[src/design/lept_pkg.sv]
// Shared types, constants and register codes for the lane edge point tracker.
package lept_pkg;

	// Default for the widest row the tracker handles.
	localparam int MAX_WIDTH_DEF = 1024;

	// Width used for column and width comparisons; it covers every legal MAX_WIDTH plus one.
	localparam int CMP_W = 13;

	// Field widths.
	localparam int ROW_W     = 10;
	localparam int COL_OUT_W = 10;
	localparam int CFG_W     = 11;
	localparam int CFG_IDX_W = 2;

	// Result fields and the byte-padded width of the result bus.
	localparam int RES_W     = 2*COL_OUT_W + 3;
	localparam int M_TDATA_W = ((RES_W + 7) / 8) * 8;

	// Rows after the tracking row that are also checked for the previous column.
	localparam int TRACK_SPAN = 3;

	// Register reset values.
	localparam logic [CFG_W-1:0] IMAGE_WIDTH_RST = 11'd640;
	localparam logic [ROW_W-1:0] INIT_ROW_RST    = 10'd400;
	localparam logic [ROW_W-1:0] TRACK_ROW_RST   = 10'd300;
	localparam logic [ROW_W-1:0] WINDOW_RST      = 10'd30;

	// Configuration register indexes.
	typedef enum logic [CFG_IDX_W-1:0] {
		CFG_IMAGE_WIDTH = 2'd0,
		CFG_INIT_ROW    = 2'd1,
		CFG_TRACK_ROW   = 2'd2,
		CFG_WINDOW      = 2'd3
	} cfg_reg_t;

	// Current register settings.
	typedef struct packed {
		logic [CFG_W-1:0] image_width;
		logic [ROW_W-1:0] init_row;
		logic [ROW_W-1:0] track_row;
		logic [ROW_W-1:0] window;
	} cfg_t;

	// One per-frame result, left_col in the lowest bits and tracking in the highest.
	typedef struct packed {
		logic                 tracking;
		logic                 right_broken;
		logic                 left_broken;
		logic [COL_OUT_W-1:0] right_col;
		logic [COL_OUT_W-1:0] left_col;
	} result_t;

endpackage

[src/design/lept_scan.sv]
// Per-pixel scan logic: position counters, hit registers and the frame-end decision.
module lept_scan
	import lept_pkg::*;
#(
	parameter int MAX_WIDTH = MAX_WIDTH_DEF
) (
	input  logic    clk,
	input  logic    arst_n,
	input  cfg_t    cfg,
	input  logic    px_fire,
	input  logic    px_white,
	input  logic    px_last,
	output result_t res
);

	localparam int CW = $clog2(MAX_WIDTH);

	logic [CW-1:0]    col_q;
	logic [ROW_W-1:0] row_q;
	logic             init_q;
	logic [CW-1:0]    left_prev_q, right_prev_q;
	logic [CW-1:0]    lg_hit_q, lw_hit_q, rg_hit_q, rw_hit_q;
	logic             lg_ok_q, lw_ok_q, rg_ok_q, rw_ok_q;
	logic [1:0]       seen_q;

	logic [CMP_W-1:0] iw, w, c13;
	logic             c_ge1, c_ge2, c_lt_w, c1_lt_w, row_wrap;
	logic             on_init, on_track, in_track_rows, left_near, right_near;
	logic [CW-1:0]    lg_hit_n, lw_hit_n, rg_hit_n, rw_hit_n;
	logic             lg_ok_n, lw_ok_n, rg_ok_n, rw_ok_n;
	logic [1:0]       seen_n;
	logic [CW-1:0]    lc, rc;
	logic             lb, rb;

	// Distance between two columns, always non-negative.
	function automatic logic [CW-1:0] col_dist(input logic [CW-1:0] a, input logic [CW-1:0] b);
		col_dist = (a >= b) ? (a - b) : (b - a);
	endfunction

	// Effective row width, held between one and MAX_WIDTH.
	always_comb begin
		iw = CMP_W'(cfg.image_width);
		if (iw == '0) begin
			w = CMP_W'(1);
		end else if (iw > CMP_W'(MAX_WIDTH)) begin
			w = CMP_W'(MAX_WIDTH);
		end else begin
			w = iw;
		end
	end

	// Position tests for the current pixel.
	always_comb begin
		c13           = CMP_W'(col_q);
		c_ge1         = (col_q != '0);
		c_ge2         = (c13 >= CMP_W'(2));
		c_lt_w        = (c13 < w);
		c1_lt_w       = ((c13 + CMP_W'(1)) < w);
		row_wrap      = ((c13 + CMP_W'(1)) >= w);
		on_init       = (row_q == cfg.init_row);
		on_track      = (row_q == cfg.track_row);
		in_track_rows = ({1'b0, row_q} >= {1'b0, cfg.track_row}) &&
		                ({1'b0, row_q} <= ({1'b0, cfg.track_row} + (ROW_W+1)'(TRACK_SPAN)));
		left_near     = (CMP_W'(col_dist(col_q, left_prev_q)) <= CMP_W'(cfg.window));
		right_near    = (CMP_W'(col_dist(col_q, right_prev_q)) <= CMP_W'(cfg.window));
	end

	// Hit register updates for a white pixel.
	always_comb begin
		lg_hit_n = lg_hit_q;
		lw_hit_n = lw_hit_q;
		rg_hit_n = rg_hit_q;
		rw_hit_n = rw_hit_q;
		lg_ok_n  = lg_ok_q;
		lw_ok_n  = lw_ok_q;
		rg_ok_n  = rg_ok_q;
		rw_ok_n  = rw_ok_q;
		seen_n   = seen_q;
		if (px_white) begin
			if (!init_q) begin
				// Initial search: first white from each edge, past column zero.
				if (on_init) begin
					if (c_ge1 && c1_lt_w && !lw_ok_q) begin
						lw_hit_n = col_q;
						lw_ok_n  = 1'b1;
					end
					if (c_ge2 && c_lt_w) begin
						rw_hit_n = col_q;
						rw_ok_n  = 1'b1;
					end
				end
			end else begin
				// Continuity check on the previous columns.
				if (in_track_rows) begin
					if (col_q == left_prev_q) begin
						seen_n[0] = 1'b1;
					end
					if (col_q == right_prev_q) begin
						seen_n[1] = 1'b1;
					end
				end
				// Tracking row: whole-row and windowed searches for both sides.
				if (on_track) begin
					if (c_ge1 && c_lt_w && !lg_ok_q) begin
						lg_hit_n = col_q;
						lg_ok_n  = 1'b1;
					end
					if (c_ge1 && c1_lt_w && !lw_ok_q && left_near) begin
						lw_hit_n = col_q;
						lw_ok_n  = 1'b1;
					end
					if (c_ge1 && c_lt_w) begin
						rg_hit_n = col_q;
						rg_ok_n  = 1'b1;
					end
					if (c_ge2 && c_lt_w && right_near) begin
						rw_hit_n = col_q;
						rw_ok_n  = 1'b1;
					end
				end
			end
		end
	end

	// Frame-end choice of left and right columns.
	always_comb begin
		lb = 1'b0;
		rb = 1'b0;
		if (!init_q) begin
			// With no hit each side falls back to the other side's previous column.
			lc = lw_ok_n ? lw_hit_n : right_prev_q;
			rc = rw_ok_n ? rw_hit_n : left_prev_q;
		end else begin
			lb = !seen_n[0];
			rb = !seen_n[1];
			if (lb) begin
				lc = lg_ok_n ? lg_hit_n : left_prev_q;
			end else begin
				lc = lw_ok_n ? lw_hit_n : left_prev_q;
			end
			if (rb) begin
				rc = rg_ok_n ? rg_hit_n : right_prev_q;
			end else begin
				rc = rw_ok_n ? rw_hit_n : right_prev_q;
			end
		end
		res.left_col     = COL_OUT_W'(lc);
		res.right_col    = COL_OUT_W'(rc);
		res.left_broken  = lb;
		res.right_broken = rb;
		res.tracking     = init_q;
	end

	// State update, once per pixel.
	always_ff @(posedge clk or negedge arst_n) begin
		if (!arst_n) begin
			col_q        <= '0;
			row_q        <= '0;
			init_q       <= 1'b0;
			left_prev_q  <= '0;
			right_prev_q <= '0;
			lg_hit_q     <= '0;
			lw_hit_q     <= '0;
			rg_hit_q     <= '0;
			rw_hit_q     <= '0;
			lg_ok_q      <= 1'b0;
			lw_ok_q      <= 1'b0;
			rg_ok_q      <= 1'b0;
			rw_ok_q      <= 1'b0;
			seen_q       <= '0;
		end else if (px_fire) begin
			if (px_last) begin
				// Frame done: keep the chosen columns and start a fresh frame.
				left_prev_q  <= lc;
				right_prev_q <= rc;
				init_q       <= 1'b1;
				col_q        <= '0;
				row_q        <= '0;
				lg_ok_q      <= 1'b0;
				lw_ok_q      <= 1'b0;
				rg_ok_q      <= 1'b0;
				rw_ok_q      <= 1'b0;
				seen_q       <= '0;
			end else begin
				lg_hit_q <= lg_hit_n;
				lw_hit_q <= lw_hit_n;
				rg_hit_q <= rg_hit_n;
				rw_hit_q <= rw_hit_n;
				lg_ok_q  <= lg_ok_n;
				lw_ok_q  <= lw_ok_n;
				rg_ok_q  <= rg_ok_n;
				rw_ok_q  <= rw_ok_n;
				seen_q   <= seen_n;
				if (row_wrap) begin
					col_q <= '0;
					row_q <= row_q + 1'b1;
				end else begin
					col_q <= col_q + 1'b1;
				end
			end
		end
	end

endmodule

[src/design/lept_out_reg.sv]
// Output register holding one result request until the downstream side takes it.
module lept_out_reg
	import lept_pkg::*;
(
	input  logic                 clk,
	input  logic                 arst_n,
	input  logic                 load,
	input  result_t              res,
	output logic                 m_tvalid,
	input  logic                 m_tready,
	output logic [M_TDATA_W-1:0] m_tdata // left_col, right_col, left_broken, right_broken, tracking, zero pad
);

	logic    valid_q;
	result_t res_q;

	// Valid flag: set on load, cleared once the request is taken.
	always_ff @(posedge clk or negedge arst_n) begin
		if (!arst_n) begin
			valid_q <= 1'b0;
		end else if (load) begin
			valid_q <= 1'b1;
		end else if (m_tready) begin
			valid_q <= 1'b0;
		end
	end

	// Result payload.
	always_ff @(posedge clk) begin
		if (load) begin
			res_q <= res;
		end
	end

	assign m_tvalid = valid_q;
	assign m_tdata  = {{(M_TDATA_W-RES_W){1'b0}}, res_q};

endmodule

[src/design/lane_edge_point_tracker.sv]
// Top level of the lane edge point tracker: input stage, configuration and result output.
// Path: a frame-end pixel passes through the input register, then loads the output register,
// which raises m_tvalid and holds the result until m_tready takes it.
// Throughput: one pixel per cycle; the single input register stalls the input only when it
// holds a frame-end pixel and a finished result is still waiting to be taken.
// Reset: arst_n clears all counters, hit flags and valid flags at once, restores the
// register defaults and returns the tracker to its initial search frame.
module lane_edge_point_tracker
	import lept_pkg::*;
#(
	parameter int MAX_WIDTH = MAX_WIDTH_DEF
) (
	input  logic                   clk,
	input  logic                   arst_n,
	input  logic                   s_tvalid,
	output logic                   s_tready,
	input  logic [7:0]             s_tdata, // white, zero pad
	input  logic                   s_tlast,
	output logic                   m_tvalid,
	input  logic                   m_tready,
	output logic [M_TDATA_W-1:0]   m_tdata, // left_col, right_col, left_broken, right_broken,
	                                        // tracking, zero pad
	input  logic                   cfg_we,
	input  logic [CFG_IDX_W-1:0]   cfg_index,
	input  logic [CFG_W-1:0]       cfg_data
);

	cfg_t    cfg_q;
	logic    valid_s1, white_s1, last_s1;
	logic    advance, fire;
	result_t res;

	// Configuration registers.
	always_ff @(posedge clk or negedge arst_n) begin
		if (!arst_n) begin
			cfg_q.image_width <= IMAGE_WIDTH_RST;
			cfg_q.init_row    <= INIT_ROW_RST;
			cfg_q.track_row   <= TRACK_ROW_RST;
			cfg_q.window      <= WINDOW_RST;
		end else if (cfg_we) begin
			unique case (cfg_reg_t'(cfg_index))
				CFG_IMAGE_WIDTH: cfg_q.image_width <= cfg_data;
				CFG_INIT_ROW:    cfg_q.init_row    <= cfg_data[ROW_W-1:0];
				CFG_TRACK_ROW:   cfg_q.track_row   <= cfg_data[ROW_W-1:0];
				CFG_WINDOW:      cfg_q.window      <= cfg_data[ROW_W-1:0];
				default:         cfg_q             <= cfg_q;
			endcase
		end
	end

	// The input stage moves on unless it holds a frame end and the output is still full.
	assign advance  = !valid_s1 || !last_s1 || !m_tvalid || m_tready;
	assign fire     = valid_s1 && advance;
	assign s_tready = advance;

	// Input register.
	always_ff @(posedge clk or negedge arst_n) begin
		if (!arst_n) begin
			valid_s1 <= 1'b0;
		end else if (advance) begin
			valid_s1 <= s_tvalid;
		end
	end

	always_ff @(posedge clk) begin
		if (advance && s_tvalid) begin
			white_s1 <= s_tdata[0];
			last_s1  <= s_tlast;
		end
	end

	// Per-pixel scan.
	lept_scan #(
		.MAX_WIDTH(MAX_WIDTH)
	) u_scan (
		.clk     (clk),
		.arst_n  (arst_n),
		.cfg     (cfg_q),
		.px_fire (fire),
		.px_white(white_s1),
		.px_last (last_s1),
		.res     (res)
	);

	// Result output.
	lept_out_reg u_out (
		.clk     (clk),
		.arst_n  (arst_n),
		.load    (fire && last_s1),
		.res     (res),
		.m_tvalid(m_tvalid),
		.m_tready(m_tready),
		.m_tdata (m_tdata)
	);

endmodule
[config.mk]
export PLATFORM = sky130hd
export DESIGN_NAME = lane_edge_point_tracker
export DESIGN_NICKNAME = d
export VERILOG_FILES = /design/src/design/lept_pkg.sv /design/src/design/lept_scan.sv /design/src/design/lept_out_reg.sv /design/src/design/lane_edge_point_tracker.sv
export SDC_FILE = /design/constraint.sdc
export NUM_CORES = 1
export LEC_CHECK = 0
export BUFFER_PORTS_ARGS = -buffer_cell sky130_fd_sc_hd__buf_2
export CAP_MARGIN = 30
export CORE_MARGIN = 5
export CORE_UTILIZATION = 25
export DETAILED_ROUTE_END_ITERATION = 12
export PLACE_DENSITY_LB_ADDON = 0.05
export SETUP_SLACK_MARGIN = 0.1
export SYNTH_ARGS = -nofsm -noshare
export SYNTH_HDL_FRONTEND = slang
export SYNTH_SLANG_ARGS = --single-unit
[constraint.sdc]
create_clock -name clk -period 6.5 [get_ports clk]
set_clock_uncertainty 0.1 [all_clocks]
set_input_delay 0.975 -clock clk [delete_from_list [all_inputs] [get_ports clk]]
set_output_delay 0.975 -clock clk [all_outputs]
set_load 0.05 [all_outputs]
==> results of run 1 <==
layout make-up:
class | instances | area (sq um)
clock buffer | 20 | 457
clock inverter | 12 | 111
fill | 4699 | 31200
inverter | 80 | 300
multi-input combinational | 835 | 6470
sequential | 155 | 4020
tap | 592 | 741
timing repair buffer | 88 | 608
routing by layer:
metal	wire length (microns)	track usage	part of all wire	vias up
met1	21000	0.256	0.52	4234
met4	623	0.0449	0.016	0
met2	17300	0.253	0.43	140
li1	-	-	-	4195
met3	1110	0.0239	0.028	33
met5	0	0	0	-
layout by cell type (no fill, tap or decap), types with 6 or more instances in the layout:
| cell | netlist | final |
|---|---|---|
| dfrtp_1 | 117 | 117 |
| mux2i_1 | 37 | 37 |
| edfxtp_1 | 25 | 25 |
| buf_2 | 13 | 43 |
| a41oi_1 | 9 | 9 |
| o211ai_1 | 16 | 16 |
| a32o_1 | 10 | 10 |
| buf_4 | 4 | 40 |
| nor4_1 | 8 | 7 |
| mux2_2 | 97 | 97 |
| a31oi_1 | 27 | 27 |
| o21ai_0 | 36 | 36 |
| a21oi_1 | 43 | 43 |
| nand2b_1 | 22 | 22 |
| xnor2_1 | 37 | 37 |
| o22ai_1 | 11 | 11 |
| clkbuf_16 | 0 | 17 |
| and3_1 | 10 | 10 |
| nor3_1 | 13 | 13 |
| nand3_1 | 40 | 40 |
| a31o_2 | 11 | 11 |
| nand4_1 | 21 | 21 |
| o21bai_1 | 6 | 6 |
| nand2_1 | 96 | 96 |
| nor2_1 | 76 | 76 |
| inv_1 | 78 | 77 |
| xor2_1 | 11 | 11 |
| a21o_1 | 17 | 17 |
| dfstp_2 | 13 | 13 |
| ha_1 | 104 | 104 |
per-stage QoR:
| stage | worst slack, ns | std cells | hold slack [ns] | cell area, sq um |
|---|---|---|---|---|
| floorplan | 1.27 | 1124 | 0.372 | 11000 |
| global placement | 0.621 | 1745 | 0.381 | 12000 |
| detailed placement | 0.615 | 1750 | 0.387 | 12100 |
| CTS | 0.589 | 1782 | 0.300 | 12700 |
| global route | 0.165 | 1782 | 0.328 | 12700 |
| finish | 0.600 | 1782 | 0.310 | 12700 |
worst reg2reg max path, delay by kind of cell, from the launching register on:
| family | cells | cell delay (ns) |
|---|---|---|
| simple gates | 8 | 2.18 |
| compound gates | 6 | 1.10 |
| fa+ha+maj | 3 | 0.92 |
| buf+inv | 3 | 0.59 |
| flops | 1 | 0.38 |
| mux | 1 | 0.33 |
| xor+xnor | 1 | 0.20 |
cell families (layout without fill, tap and decap cells):
family,after synthesis,in the layout,synth area share
AOI/OAI and AO/OA,226,226,0.146
muxes,135,135,0.134
other,1,1,0.000340
buffers and inverters,134,200,0.0493
adders and majority gates,108,108,0.125
and+or+nand+nor,317,317,0.142
DFF,155,155,0.365
xor gates and xnor gates,48,48,0.0382
sequential cells by signal, indices dropped and copies added, names as in the netlist, 2 cells and up:
name	count
u_scan.rg_hit_q	10
u_out.m_tdata	23
u_scan.lg_hit_q	10
u_scan.lw_hit_q	10
u_scan.rw_hit_q	10
u_scan.seen_q	2
u_scan.row_q	10
u_scan.col_q	10
u_scan.right_prev_q	10
u_scan.left_prev_q	10
cfg_q	41
power groups by stage:
stage                     clock (uW)  sequential (uW)  combinational [uW]
final                            999             1290                2010
after global placement             0             1320                2030
after floorplan                    0             1300                1350
after CTS                       1040             1300                2030
after global routing            1070             1310                2260
after detailed placement           0             1320                2010
final timing paths:
| path | to | start |
|---|---|---|
| max | u_scan.left_prev_q[3] | u_scan.col_q[0] |
| min | cfg_q[23] | arst_n |
| max reg2reg | u_scan.left_prev_q[3] | u_scan.col_q[0] |
| min reg2reg | u_scan.lg_hit_q[4] | u_scan.lg_hit_q[4] |
| max in group asynchronous | u_scan.rw_ok_q | arst_n |
| min in group clk | u_scan.lg_hit_q[4] | u_scan.lg_hit_q[4] |
==> results.json, run 1 <==
{
  "portBuffers": 44,
  "seq_power_share": 0.301,
  "clockBufferDepth": 2,
  "synth_cells": 1124,
  "fp.dieW_microns": 220,
  "rows": 77,
  "post-route-period-util": 0.908,
  "fmax_mhz": 170,
  "syn_to_final_growth_pct": 15.3,
  "path_cells": "inv_1, ha_1, inv_1, fa_1, a21oi_1, o211ai_1, nor4_1, nor3_1, a31oi_1, buf_4, mux2i_1, o221ai_1, xnor2_1, ha_1, nand4_1, or3b_1, o21ai_0, nor3b_1, nor2_1, nor4_4, nand2_1, a41oi_1",
  "cap_violations": 0,
  "yosysSeqAreaShare": 0.365,
  "routabilityCongestion": 0.831,
  "path_depth": 22,
  "r2r_setup_slack_ns": 0.60,
  "synth_common_cells": "117 x dfrtp_1, 104 x ha_1, 97 x mux2_2",
  "drcViolationCount": 0,
  "rsz0062_at_grt": "false",
  "core_sq_mm": 0.0439,
  "async_flop_share": 0.839,
  "crit_required_ns": 6.76,
  "root_buffer": "clkbuf_16",
  "tns_ns": 0,
  "setup_viol": 0,
  "cp.arrival_ns": 6.16,
  "synth-seq-cells": 155,
  "utilization": 0.289,
  "grtUsageTotal": 0.170,
  "peakVddDrop_mv": 0.202,
  "endpoint_kind": "flop",
  "crit_type": "reg2reg",
  "start_util": 0.251,
  "dpl.hpwl_microns": 30400,
  "slew_viol_final": 0,
  "cts_setup_buffers": 0,
  "antenna_left": 0,
  "hold_violations": 0,
  "synth-edff-count": 25,
  "layout-drive-gt1-share": 0.218,
  "worst-r2r-cell-count": 22,
  "grt_max_degree": 62,
  "ys_types": 78,
  "die-area_sq_mm": 0.0484,
  "totalWireLength_microns": 40100,
  "syn_nets": 1259,
  "critPathMaxStageDelay_ns": 0.69,
  "drt_iter0_markers": 488,
  "yosysWarnings": 0,
  "slowest_stage": "nor4_4",
  "drtPass1Iterations": 4,
  "cts_max_level": 4,
  "worstMarginPinSlew_ns": 0.961,
  "postCtsResizedCells": 0,
  "cts.clk_slew.worst_paths_ns": 0.07,
  "cts_tree": "built",
  "synth_top_flop_cell": "dfrtp_1",
  "p_per_area_mw_per_mm2": 339,
  "grt_overflow": 0,
  "postCtsHoldBufs": 0,
  "critPathTopFamily": "simple AND/OR/NAND/NOR gates",
  "cts_buffers": 17,
  "swShare": 0.416,
  "p_comb_frac": 0.467,
  "p_switching_uw": 1790,
  "cts_sinks": 155,
  "yosysMostFrequentCell": "dfrtp_1",
  "start_kind": "flop",
  "detail_route.wl_per_cell_microns": 22.5,
  "cp_num_buf_inv": 3,
  "power.total_uw": 4300,
  "diodes": 0,
  "synth_top_area_cell": "dfrtp_1",
  "internal_power_uw": 2510,
  "synthTopCellsByArea": "dfrtp_1 27%, ha_1 12%, mux2_2 9.9%, edfxtp_1 6.8%, mux2i_1 3.4%",
  "worstHoldPathType": "in2async",
  "antenna_found_initial": 2,
  "clk_latency_ns": 0.46,
  "die_h_microns": 220,
  "layout_min_cycle_time_ns": 5.90,
  "final_nets": 1312,
  "power.leakage_uw": 0.00561,
  "grt_pass1_wl_microns": 59800,
  "p_clk_frac": 0.232,
  "synth_top_area_frac": 0.266,
  "synth.avg_cell_area_sq_um": 9.80,
  "via_per_inst": 4.83,
  "vias": 8602,
  "grt_pass1_vias": 8757,
  "crit_path_max_fanout": 12,
  "synthesis.area_sq_mm": 0.0110,
  "status": "complete, no violations",
  "io_pins": 53,
  "slew_headroom": 0.359
}
No activity file was read; power rests on OpenSTA's default activity.
==> run 2, diff against run 1 <==
--- a/config.mk
+++ b/config.mk
@@ -8,7 +8,7 @@
 export BUFFER_PORTS_ARGS = -buffer_cell sky130_fd_sc_hd__buf_2
 export CAP_MARGIN = 30
 export CORE_MARGIN = 5
-export CORE_UTILIZATION = 25
+export CORE_UTILIZATION = 49
 export DETAILED_ROUTE_END_ITERATION = 12
 export PLACE_DENSITY_LB_ADDON = 0.05
 export SETUP_SLACK_MARGIN = 0.1
==> results.json, run 2 (synthesized netlist as in run 1, its figures left out) <==
{
  "clk_latency_ns": 0.43,
  "grt_pass1_wl_microns": 50300,
  "slowest_stage": "ha_1",
  "largest_reg_flops": 41,
  "crit_type": "reg2reg",
  "cts_sinks": 155,
  "grt_max_degree": 80,
  "p_per_area_mw_per_mm2": 348,
  "routabilityCongestion": 0.892,
  "setup_slack_ns": 0.510,
  "antenna_left": 0,
  "start_kind": "flop",
  "final_common_cell": "dfrtp_1",
  "die-area_sq_mm": 0.0256,
  "place_area_sq_mm": 0.0116,
  "totalWireLength_microns": 32500,
  "drcViolationCount": 0,
  "cp_num_buf_inv": 2,
  "dpl.hpwl_microns": 24000,
  "hold_violations": 0,
  "critPathMaxStageDelay_ns": 0.49,
  "endpoint_kind": "flop",
  "rows": 54,
  "die_h_microns": 160,
  "cts_setup_buffers": 0,
  "worstHoldPathType": "reg2reg",
  "layout_min_cycle_time_ns": 5.99,
  "stdcell_area_sq_mm": 0.0122,
  "setup_viol": 0,
  "peakVddDrop_mv": 0.183,
  "worstMarginPinSlew_ns": 1.01,
  "r2r_setup_slack_ns": 0.51,
  "slew_headroom": 0.325,
  "timing.hold.ws_ns": 0.400,
  "grtUsageTotal": 0.254,
  "final_cell_mix": "117 x dfrtp_1, 104 x ha_1, 97 x mux2_2",
  "via_per_inst": 6.06,
  "postCtsHoldBufs": 0,
  "grt_pass1_vias": 8461,
  "crit_required_ns": 6.56,
  "syn_to_final_growth_pct": 10.6,
  "slew_viol_final": 0,
  "rsz0062_at_grt": "false",
  "start_util": 0.502,
  "cts_buffers": 17,
  "cts.clk_slew.worst_paths_ns": 0.07,
  "cts_tree": "built",
  "cp-startpoint": "u_scan.right_prev_q[4]",
  "status": "complete, no violations",
  "critPathTopFamily": "compound AO/OA/AOI/OAI gates",
  "drtPass1Iterations": 6,
  "fp.dieW_microns": 160,
  "vias": 8836,
  "cap_violations": 0,
  "io_pins": 53,
  "final_nets": 1301,
  "detail_route.wl_per_cell_microns": 22.3,
  "diodes": 0,
  "cts_max_level": 4,
  "crit_path_max_fanout": 12,
  "power.leakage_uw": 0.00555,
  "grt_overflow": 0,
  "postCtsResizedCells": 0,
  "antenna_found_initial": 3,
  "layout-drive-gt1-share": 0.211,
  "r2r_start": "u_scan.right_prev_q[4]",
  "fmax_mhz": 167,
  "dp_slack_ns": 0.616,
  "clockBufferDepth": 2,
  "post-route-period-util": 0.921,
  "root_buffer": "clkbuf_16",
  "tns_ns": 0,
  "portBuffers": 44,
  "cp.arrival_ns": 6.05,
  "core_sq_mm": 0.0220,
  "largest-register": "cfg_q",
  "drt_iter0_markers": 665,
  "hp-start": "u_scan.lg_hit_q[6]",
  "path_cells": "inv_1, ha_1, o21ai_0, o21a_1, o31a_1, nand2_1, mux2_2, o311ai_2, nand2_1, xnor2_1, ha_1, and4_1, nand3_1, nor2_1, o311a_1, o211ai_1, buf_4, mux2_2, mux2i_1, a31oi_1",
  "power.total_uw": 4230
}
run 2: final cells by class:
type | count | area [sq um]
Timing Repair Buffer | 77 | 482
Clock inverter | 14 | 139
Inverter | 80 | 300
Sequential cell | 155 | 4020
Tap cell | 280 | 350
Fill cell | 2006 | 9780
Clock buffer | 18 | 429
Multi-Input combinational cell | 835 | 6460
run 2: routing by layer:
| layer | vias to the layer above | part of all wire | global-route usage |
|---|---|---|---|
| met5 | - | 0.0016 | 0 |
| met4 | 2 | 0.023 | 0.0700 |
| met3 | 47 | 0.065 | 0.0487 |
| met2 | 291 | 0.44 | 0.383 |
| met1 | 4333 | 0.48 | 0.374 |
| li1 | 4163 | - | - |
run 2: power by group:
part           internal, uW  total (uW)  switching (uW)
sequential             1140        1290             153
clock                   536         979             443
combinational           813        1960            1150
run 2: worst reg2reg max path, delay by kind of cell, from the launching register on:
kind                       cells  cell delay, ns
adders and majority gates      2            0.77
muxes                          3            1.00
AOI/OAI and AO/OA              7            1.88
buffers and inverters          2            0.38
and+or+nand+nor                5            0.89
DFF                            1            0.48
xor gates and xnor gates       1            0.21
run 2: metrics by stage:
step,utilization,instances
4_1_cts,0.555,1459
2_1_floorplan,-,1124
6_report,0.555,1459
3_3_place_gp,0.528,1425
5_1_grt,0.555,1459
3_5_place_dp,0.529,1427
run 2: worst paths after layout:
path,end,cells after the start
max,u_out.m_tdata[14],20
min,u_scan.lg_hit_q[6],1
max reg2reg,u_out.m_tdata[14],20
min reg2reg,u_scan.lg_hit_q[6],1
max in group asynchronous,u_scan.rw_hit_q[3],2
min in group asynchronous,cfg_q[14],1
==> run 3, diff against run 2 <==
--- a/config.mk
+++ b/config.mk
@@ -9,6 +9,7 @@
 export CAP_MARGIN = 30
 export CORE_MARGIN = 5
 export CORE_UTILIZATION = 49
+export CTS_BUF_LIST = sky130_fd_sc_hd__clkbuf_8 sky130_fd_sc_hd__clkbuf_16
 export DETAILED_ROUTE_END_ITERATION = 12
 export PLACE_DENSITY_LB_ADDON = 0.05
 export SETUP_SLACK_MARGIN = 0.1
==> results.json, run 3 (synthesized netlist as in run 1, its figures left out) <==
{
  "status": "complete, no violations",
  "grtUsageTotal": 0.254,
  "cts_max_level": 4,
  "cts_tree": "built",
  "postCtsHoldBufs": 0,
  "clockBufferDepth": 2,
  "final_nets": 1301,
  "crit_required_ns": 6.56,
  "grt_pass1_wl_microns": 50300,
  "largest_reg_flops": 41,
  "cts_buffers": 17,
  "timing.hold.ws_ns": 0.400,
  "slew_viol_final": 0,
  "detail_route.wl_per_cell_microns": 22.3,
  "routabilityCongestion": 0.892,
  "cts_setup_buffers": 0,
  "endpoint_kind": "flop",
  "peakVddDrop_mv": 0.181,
  "crit_end": "u_out.m_tdata[14]",
  "fp.dieW_microns": 160,
  "portBuffers": 44,
  "dp_slack_ns": 0.616,
  "crit_path_max_fanout": 12,
  "drtPass1Iterations": 5,
  "power.leakage_uw": 0.00555,
  "antenna_found_initial": 3,
  "setup_slack_ns": 0.497,
  "r2r_start": "u_scan.right_prev_q[6]",
  "drcViolationCount": 0,
  "grt_util_met3": 0.0487,
  "layout-drive-gt1-share": 0.211,
  "die_h_microns": 160,
  "cap_violations": 0,
  "postCtsResizedCells": 0,
  "start_util": 0.502,
  "p_clk_frac": 0.231,
  "dpl.hpwl_microns": 24000,
  "cp-startpoint": "u_scan.right_prev_q[6]",
  "grt_overflow": 0,
  "root_buffer": "clkbuf_16",
  "grt_use_met2": 0.383,
  "final_common_cell": "dfrtp_1",
  "fmax_mhz": 167,
  "largest-register": "cfg_q",
  "io_pins": 53,
  "tns_ns": 0,
  "swShare": 0.413,
  "core_sq_mm": 0.0220,
  "crit_type": "reg2reg",
  "diodes": 0,
  "post-route-period-util": 0.924,
  "grt-busiest-layer": "met2",
  "grt_pass1_vias": 8461,
  "die-area_sq_mm": 0.0256,
  "rsz0062_at_grt": "false",
  "r2r_setup_slack_ns": 0.50,
  "worstReg2RegEnd": "u_out.m_tdata[14]",
  "via_per_inst": 6.07,
  "antenna_left": 0,
  "cts.clk_slew.worst_paths_ns": 0.07,
  "syn_to_final_growth_pct": 10.6,
  "rows": 54,
  "slew_headroom": 0.317,
  "clk_latency_ns": 0.43,
  "layout_min_cycle_time_ns": 6.00,
  "cts_sinks": 155,
  "final_cell_mix": "117 x dfrtp_1, 104 x ha_1, 97 x mux2_2",
  "worstHoldPathType": "reg2reg",
  "seq_power_share": 0.305,
  "hold_violations": 0,
  "start_kind": "flop",
  "grt_use_met1": 0.374,
  "totalWireLength_microns": 32600,
  "grt_max_degree": 80,
  "internal_power_uw": 2490,
  "setup_viol": 0,
  "worst-r2r-cell-count": 20,
  "cp.arrival_ns": 6.06,
  "p_switching_uw": 1750,
  "p_comb_frac": 0.464,
  "vias": 8849,
  "drt_iter0_markers": 670,
  "p_per_area_mw_per_mm2": 347,
  "worstMarginPinSlew_ns": 1.02
}
run 3: worst min path at each step:
stage | start | to | slack (ns) | cells past startpoint
2_1_floorplan | u_scan.lg_hit_q[0] | u_scan.lg_hit_q[0] | 0.37 | 1
3_3_place_gp | u_scan.lg_hit_q[7] | u_scan.lg_hit_q[7] | 0.38 | 1
3_5_place_dp | u_scan.lg_hit_q[7] | u_scan.lg_hit_q[7] | 0.39 | 1
4_1_cts | u_scan.lg_hit_q[7] | u_scan.lg_hit_q[7] | 0.40 | 1
5_1_grt | u_scan.lg_hit_q[4] | u_scan.lg_hit_q[4] | 0.42 | 1
6_report | u_scan.lg_hit_q[6] | u_scan.lg_hit_q[6] | 0.40 | 1
run 3: power by group through the flow:
stage	logic, uW	registers [uW]	clock network (uW)
detailed placement	1950	1300	0
floorplan	1350	1300	0
global placement	1920	1300	0
finish	1960	1290	976
CTS	1960	1290	999
global route	2180	1300	1040
run 3: area by class of cell:
type | instances | area [sq um]
clock inverters | 15 | 143
well taps | 280 | 350
repair buffers | 77 | 482
inverters | 80 | 300
flip-flops and latches | 155 | 4020
clock buffers | 17 | 425
fillers | 2006 | 9780
multi-input cells | 835 | 6460
run 3: critical path: stages, from the launching register on:
cell and delay [ns]:
dfrtp_1 0.54, inv_1 0.17, ha_1 0.48, and4_1 0.29
and4_4 0.27, nor2_1 0.07, nand2_1 0.39, mux2_2 0.42
o311ai_2 0.47, nand2_1 0.12, xnor2_1 0.21, ha_1 0.28
and4_1 0.22, nand3_1 0.10, nor2_1 0.05, o311a_1 0.41
o211ai_1 0.18, buf_4 0.24, mux2_2 0.36, mux2i_1 0.21
a31oi_1 0.11
run 3: metrics by stage:
stage          total power [uW]  instance area (sq um)  utilization  instances
2_1_floorplan              2650                  11000            -       1124
3_3_place_gp               3230                  11600        0.528       1425
3_5_place_dp               3250                  11600        0.529       1427
4_1_cts                    4250                  12200        0.555       1459
5_1_grt                    4520                  12200        0.555       1459
6_report                   4230                  12200        0.555       1459
run 3: routing by layer:
layer	up-vias	routed length (microns)
li1	4161	-
met1	4347	15500
met2	292	14200
met3	47	2130
met4	2	743
met5	-	53
